<file path="src/sv/tocr_pkg.sv">
// Package for the text overlay cell renderer: payload types, codes and command/status structs.
package tocr_pkg;

    // Default geometry
    localparam int unsigned CELL_COLUMNS_DEFAULT = 85;
    localparam int unsigned PIXEL_ROWS_DEFAULT   = 768;

    // Store geometry
    localparam int unsigned CELL_ADDR_W = 14;
    localparam int unsigned CELL_DEPTH  = 16384;
    localparam int unsigned FONT_ADDR_W = 11;
    localparam int unsigned FONT_DEPTH  = 2048;

    // Configuration port
    localparam int unsigned CFG_INDEX_W = 2;

    // Colour used for a cursor cell
    localparam logic [2:0] CURSOR_COLOUR = 3'h7;

    typedef enum logic [1:0] {
        CMD_WRITE_CELL = 2'd0,
        CMD_WRITE_FONT = 2'd1,
        CMD_BLINK_TICK = 2'd2,
        CMD_RENDER     = 2'd3
    } command_t;

    typedef enum logic [CFG_INDEX_W-1:0] {
        CFG_CURSOR_BLINK = 2'd0,
        CFG_CHAR_BLINK   = 2'd1
    } cfg_index_t;

    typedef struct packed {
        logic [1:0]  command;
        logic [13:0] mem_address;
        logic [15:0] write_data;
        logic [9:0]  pixel_row;
        logic [6:0]  cell_column;
    } in_item_t;

    typedef struct packed {
        logic [23:0] pixel_colors;
        logic [7:0]  pixel_written;
    } out_item_t;

    typedef enum logic [2:0] {
        ST_IDLE,
        ST_READ_HI,
        ST_READ_LO,
        ST_READ_FONT,
        ST_DRAW
    } state_t;

    // Controller to datapath
    typedef struct packed {
        logic capture;
        logic write_cell;
        logic write_font;
        logic phase_toggle;
        logic read_hi;
        logic read_lo;
        logic read_font;
        logic load_out;
    } dp_cmd_t;

    // Datapath to controller
    typedef struct packed {
        logic out_free;
    } dp_status_t;

endpackage

</file>
<file path="src/sv/tocr_ctrl.sv">
// Controller state machine for the text overlay cell renderer.
module tocr_ctrl (
    input  logic                clk,
    input  logic                rst_n,
    input  logic                in_valid,
    input  logic [1:0]          in_command,
    input  tocr_pkg::dp_status_t status,
    output logic                in_stall,
    output tocr_pkg::dp_cmd_t   cmd
);

    tocr_pkg::state_t state_reg;
    tocr_pkg::state_t state_next;
    logic             accept;

    assign in_stall = (state_reg != tocr_pkg::ST_IDLE);
    assign accept   = in_valid && !in_stall;

    // State register
    always_ff @(posedge clk or negedge rst_n)
    begin
        if (!rst_n)
        begin
            state_reg <= tocr_pkg::ST_IDLE;
        end
        else
        begin
            state_reg <= state_next;
        end
    end

    // Next state
    always_comb
    begin
        state_next = state_reg;
        unique case (state_reg)
            tocr_pkg::ST_IDLE:
            begin
                if (accept && in_command == tocr_pkg::CMD_RENDER)
                begin
                    state_next = tocr_pkg::ST_READ_HI;
                end
            end
            tocr_pkg::ST_READ_HI:   state_next = tocr_pkg::ST_READ_LO;
            tocr_pkg::ST_READ_LO:   state_next = tocr_pkg::ST_READ_FONT;
            tocr_pkg::ST_READ_FONT: state_next = tocr_pkg::ST_DRAW;
            tocr_pkg::ST_DRAW:
            begin
                if (status.out_free)
                begin
                    state_next = tocr_pkg::ST_IDLE;
                end
            end
            default:                state_next = tocr_pkg::ST_IDLE;
        endcase
    end

    // Outputs
    always_comb
    begin
        cmd = '0;
        unique case (state_reg)
            tocr_pkg::ST_IDLE:
            begin
                cmd.capture      = accept && in_command == tocr_pkg::CMD_RENDER;
                cmd.write_cell   = accept && in_command == tocr_pkg::CMD_WRITE_CELL;
                cmd.write_font   = accept && in_command == tocr_pkg::CMD_WRITE_FONT;
                cmd.phase_toggle = accept && in_command == tocr_pkg::CMD_BLINK_TICK;
            end
            tocr_pkg::ST_READ_HI:   cmd.read_hi   = 1'b1;
            tocr_pkg::ST_READ_LO:   cmd.read_lo   = 1'b1;
            tocr_pkg::ST_READ_FONT: cmd.read_font = 1'b1;
            tocr_pkg::ST_DRAW:      cmd.load_out  = status.out_free;
            default:                cmd = '0;
        endcase
    end

endmodule

</file>
<file path="config.mk">
export PLATFORM = sky130hd
export DESIGN_NAME = tocr_ctrl
export DESIGN_NICKNAME = d
export VERILOG_FILES = /design/src/sv/tocr_pkg.sv /design/src/sv/tocr_ctrl.sv
export SDC_FILE = /design/constraint.sdc
export NUM_CORES = 1
export LEC_CHECK = 0
export BUFFER_PORTS_ARGS = -buffer_cell sky130_fd_sc_hd__buf_2
export CAP_MARGIN = 20
export CORE_AREA = 2 2 39 41
export DETAILED_ROUTE_END_ITERATION = 12
export DIE_AREA = 0 0 41 43
export PLACE_DENSITY = 0.37
export SLEW_MARGIN = 20
export SYNTH_ARGS = -nofsm -noshare
export SYNTH_HDL_FRONTEND = slang
export SYNTH_SLANG_ARGS = --single-unit
</file>
<file path="constraint.sdc">
create_clock -name clk -period 1.4 [get_ports clk]
set_input_delay 0.28 -clock clk [delete_from_list [all_inputs] [get_ports clk]]
set_output_delay 0.28 -clock clk [all_outputs]
set_load 0.05 [all_outputs]
</file>
; ---- Word-level counts from Yosys, hierarchy flattened
; Index checks and enable logic that the tools add are counted.
[word_totals]
regBits = 3
output_inout_bits = 9
word_cells = 28
input_bits = 6
[classes]
mux = 8
n_reduce_logical = 10
n_eq_ne = 9
[ops]
columns = operator, n
row1 = $pmux W3 S5, 1
row2 = $eq A3 B2 Y1 const B, 2
row3 = $mux W3, 2
row4 = $logic_and A1 B1 Y1, 5
row5 = $eq A2 B2 Y1 const B, 2
row6 = $mux W1, 4
row7 = $mux W4, 1
row8 = $ne A2 B2 Y1 const B, 2
row9 = $eq A3 B1 Y1 const B, 1
row10 = $eq A3 B3 Y1 const B, 1
row11 = $logic_not A3 Y1, 1
row12 = $reduce_bool A3 Y1, 1
row13 = $eq A2 B1 Y1 const B, 1
row14 = $logic_not A2 Y1, 1
row15 = $reduce_and A2 Y1, 1
row16 = $logic_not A1 Y1, 1

; ---- Logic depth before layout (Yosys ltp)
[depth]
word_depth = 6
depth_mapped = 3
mapped_depth_nobuf = 2

; ---- Least setup slack after synthesis
; OpenSTA, ideal clock, no wires.
[synth_path]
kind = reg2out
from = register state_reg[1]
to = output cmd[6] (netlist bit)
required_ps = 1120
t_arrival_ps = 2084
path_buffers = 1
path_slack_ps = -964
stages_incl_launch_ff = 4
path_cell_list = dfrtp_1 -> buf_6 -> or4b_4 -> nor3_1
[synth_rtl]
columns = item, line_no
row1 = from (decl), tocr_ctrl.sv:12  ; tocr_pkg::state_t state_reg;
row2 = from (signal assigned), tocr_ctrl.sv:24  ; state_reg <= tocr_pkg::ST_IDLE;
row3 = from (signal assigned), tocr_ctrl.sv:28  ; state_reg <= state_next;
row4 = to (decl), tocr_ctrl.sv:9  ; output tocr_pkg::dp_cmd_t cmd

==> key figures <==
Status
  – Status: complete, but fails checks
  – Violated checks: setup timing

Clock tree
  – Cts bufs inserted: 3
  – CTS clock-pin slew for the worst setup and hold paths: ~0.04 ns
  – CTS root buffer: clkbuf_4
  – Clock Sink Count: 3
  – H-Tree Depth: 1
  – CTS tree: done
  – CTS Buffer Depth: 2
  – Clk_lat worst skew: roughly 0.23 ns
  – Post-CTS Setup Inserts: 0

Placement
  – Dpl hpwl: approximately 480 um
  – GPL Wtd Cong: ~0.67
  – PortBufs: 14

Synth
  – Top cell type's share of synthesized area: 33.5%
  – Synth Area in Compound Gates: between 2 and 3%
  – Area share of fa/ha/maj cells after synthesis: 0%
  – Syn avg cell area: between 10 and 15 sq um
  – Mapped Cells: 22
  – Main combinational cell family by area after synthesis: simple AND/OR/NAND/NOR gates
  – Mux contribution to synthesized area: 0%
  – XOR/XNOR Fraction of Synth Area: 3.91%
  – Distinct cell type count of the synthesized netlist: 16
  – Warnings from Yosys: 0
  – Share of the yosys chip area belonging to registers: between 30% and 40%
  – Syn nets: 28
  – Synth area leaders: dfrtp_1 (34%), nor3b_2 (11%), nor3b_1 (6.7%)
  – Flops & latches, synth: 3
  – Yosys top cell by area: dfrtp_1
  – Mapped cell area: 224 sq um
  – Post-synthesis simple-gate area fraction: a little over half

Drt
  – Post-route ant nets: 0
  – Vias per cell: between 4 and 5
  – Routed wire length: ~650 um
  – TritonRoute pass-1 iters: 2
  – DRC: 0
  – DR WL/cell: between 10 and 15 um
  – Vias: between 200 and 250
  – 1st-iter DRT viols: 5

Worst setup path
  – CP bufs+invs: 1
  – Worst setup EP type: output pin
  – Worst r2r dst: state_reg[2]
  – Crit Path Class: reg2out
  – Crit start category: register
  – Cell Chain, Critical Path: or4b_4, nor3b_4, buf_6
  – Worst r2r src: state_reg[1]
  – Crit Path Max Fanout: 4
  – Top cell family by delay on the critical path: simple AND/OR/NAND/NOR gates
  – Slowest CP cell: or4b_4
  – R2r worst-path depth: 3
  – Flop-to-flop setup slack: 0.31 ns
  – CP Data Arrival Time: 1.60 ns
  – CP max stage delay: between 0.6 and 0.7 ns
  – Req. time, crit path: around 1.1 ns

Power and ir drop
  – Overall power: around 1.1 mW
  – Leak pwr: between 0.2 and 0.25 nW
  – VDD IR max: ~0.00070 V
  – Pwr Density: between 2000 and 2500 mW/mm^2
  – Net switching power: between 0.5 and 0.6 mW
  – Internal power: 0.574 mW
  – Register share of total power: a little over an eighth
  – Switching share of total power: 49.5%
  – Logic pwr share: 73.0%
  – Clock power share: between 10% and 20%

Timing
  – Rel. slew slack: 86.5%
  – Max-slew violations: 0
  – Setup TNS: -2.18 ns
  – Clock Skew: 0.00115 ns
  – FMAX: around 530 MHz
  – Period utilisation layout: 134%
  – RSZ-0062 raised after global routing: true
  – Final Setup Violations: 9
  – Final Critical Period: between 1.5 and 2 ns
  – Slew @ Worst Pin: between 0.2 and 0.25 ns
  – Final Hold Vio Count: 0
  – Final WS setup: -0.482 ns

Finish
  – Layout cells sized above 1: ~69%
  – FF+latch area: around 75 sq um
  – Syn-to-layout area delta: 106%
  – Multi-input gate area: 176 sq um
  – Nets: ~50
  – Antenna diode count: 0
  – Fillers: around 150
  – Max FFs per register: 3

Min path
  – Min-Delay Path Depth: 3
  – Hold Crit Start: in_valid
  – Type of the worst min-delay path: in2reg
  – Hold endpoint: state_reg[0]

Flow run
  – Maxcap violations: 0

Die
  – Core footprint: between 0.001 and 0.0015 sq mm
  – Die X: roughly 41 um
  – # rows: 14
  – Die area: between 0.0015 and 0.002 sq mm
  – DIE HEIGHT: ~43 um
  – I/O pins: 15
  – Initial core utilization: between 10% and 20%

Global route
  – Largest net degree at the start of global routing: 9
  – Vias in the first global route: around 230
  – Initial antenna violation count: 0
  – First-pass GRT wire length: 1120 um
  – Total global routing overflow: 0
  – Tot GR Track Use: approximately a tenth
## cells in the mapped netlist
master and instances:
nor4b_1 1, or3_1 1, and4bb_2 1, nor2_1 2
nand2_1 1, xnor2_1 1, dfrtp_1 3, nor3b_1 2
or4b_4 1, and3b_1 1, nor3b_2 2, nor3_1 2
buf_6 1, a31oi_1 1, buf_2 1, or2_1 1
## worst max-delay path by stage
stage             end         start  slack, ns  cells after the start
3_3_place_gp   cmd[4]  state_reg[1]      -0.30                      3
3_5_place_dp   cmd[5]  state_reg[2]      -0.32                      3
6_report       cmd[5]  state_reg[2]      -0.48                      3
4_1_cts        cmd[5]  state_reg[2]      -0.50                      3
5_1_grt        cmd[5]  state_reg[2]      -0.52                      3
2_1_floorplan  cmd[4]  state_reg[1]      -0.44                      3
## through the flow
| stage | util (%) | worst slack, ns | cells | hold WS, ns | instance area, sq um |
|---|---|---|---|---|---|
| 2_1_floorplan | - | -0.442 | 22 | -0.0156 | 260 |
| 5_1_grt | 33.3 | -0.525 | 58 | 0.365 | 460 |
| 3_3_place_gp | 25.8 | -0.300 | 53 | 0.0785 | 357 |
| 3_5_place_dp | 25.8 | -0.321 | 53 | 0.0800 | 357 |
| 4_1_cts | 32.7 | -0.497 | 58 | 0.356 | 453 |
| 6_report | 33.3 | -0.482 | 58 | 0.361 | 460 |
## placed cells by master (no fill, tap or decap), drive strengths merged
cell type    count
nor3b            4
clkbuf           4
dlygate4sd3      1
or4b             1
and3b            1
xnor2            1
a31oi            1
or3              1
buf             17
nor2             2
nor3             2
dfrtp            3
nand2            1
or2              1
and4bb           1
nor4b            1
## routing by layer
metal  vias to the layer above  routed length [um]  track usage [%]
met4                         0                   9             6.00
met5                         -                   0                0
met3                         2                  94             9.95
met1                       110                 296             12.7
li1                        121                   -                -
met2                        12                 252             10.6
## timing repair
action / CTS / global route
setup endpoints to repair: 9 / 9
resized for setup: 19 / 2
hold buffers: 1 / 0
hold endpoints to repair: 3 / 0
pin swaps: 1 / 0
## worst min-delay path, cell delays in order
cell and delay (ns):
buf_2 0.10, a31oi_1 0.11, nor3_1 0.05
## cell families after synthesis
family,count (synthesis)
xor+xnor,1
flops,3
compound gates,1
buf+inv,2
simple gates,15
## final cells by class
class                      instances  share of cell area, %
tap                               16                   4.35
multi-input combinational         17                   38.3
clock buffer                       4                   5.71
sequential                         3                   16.3
timing repair buffer              18                   35.3
## power groups by stage
stage               Clock, mW  Combinational (mW)  Sequential, mW
finish                  0.154               0.830           0.153
global route            0.171               0.877           0.157
CTS                     0.161               0.814           0.154
detailed placement          0               0.693           0.152
global placement            0               0.687           0.154
floorplan                   0               0.544           0.159
No activity file was read; power rests on OpenSTA's default activity.
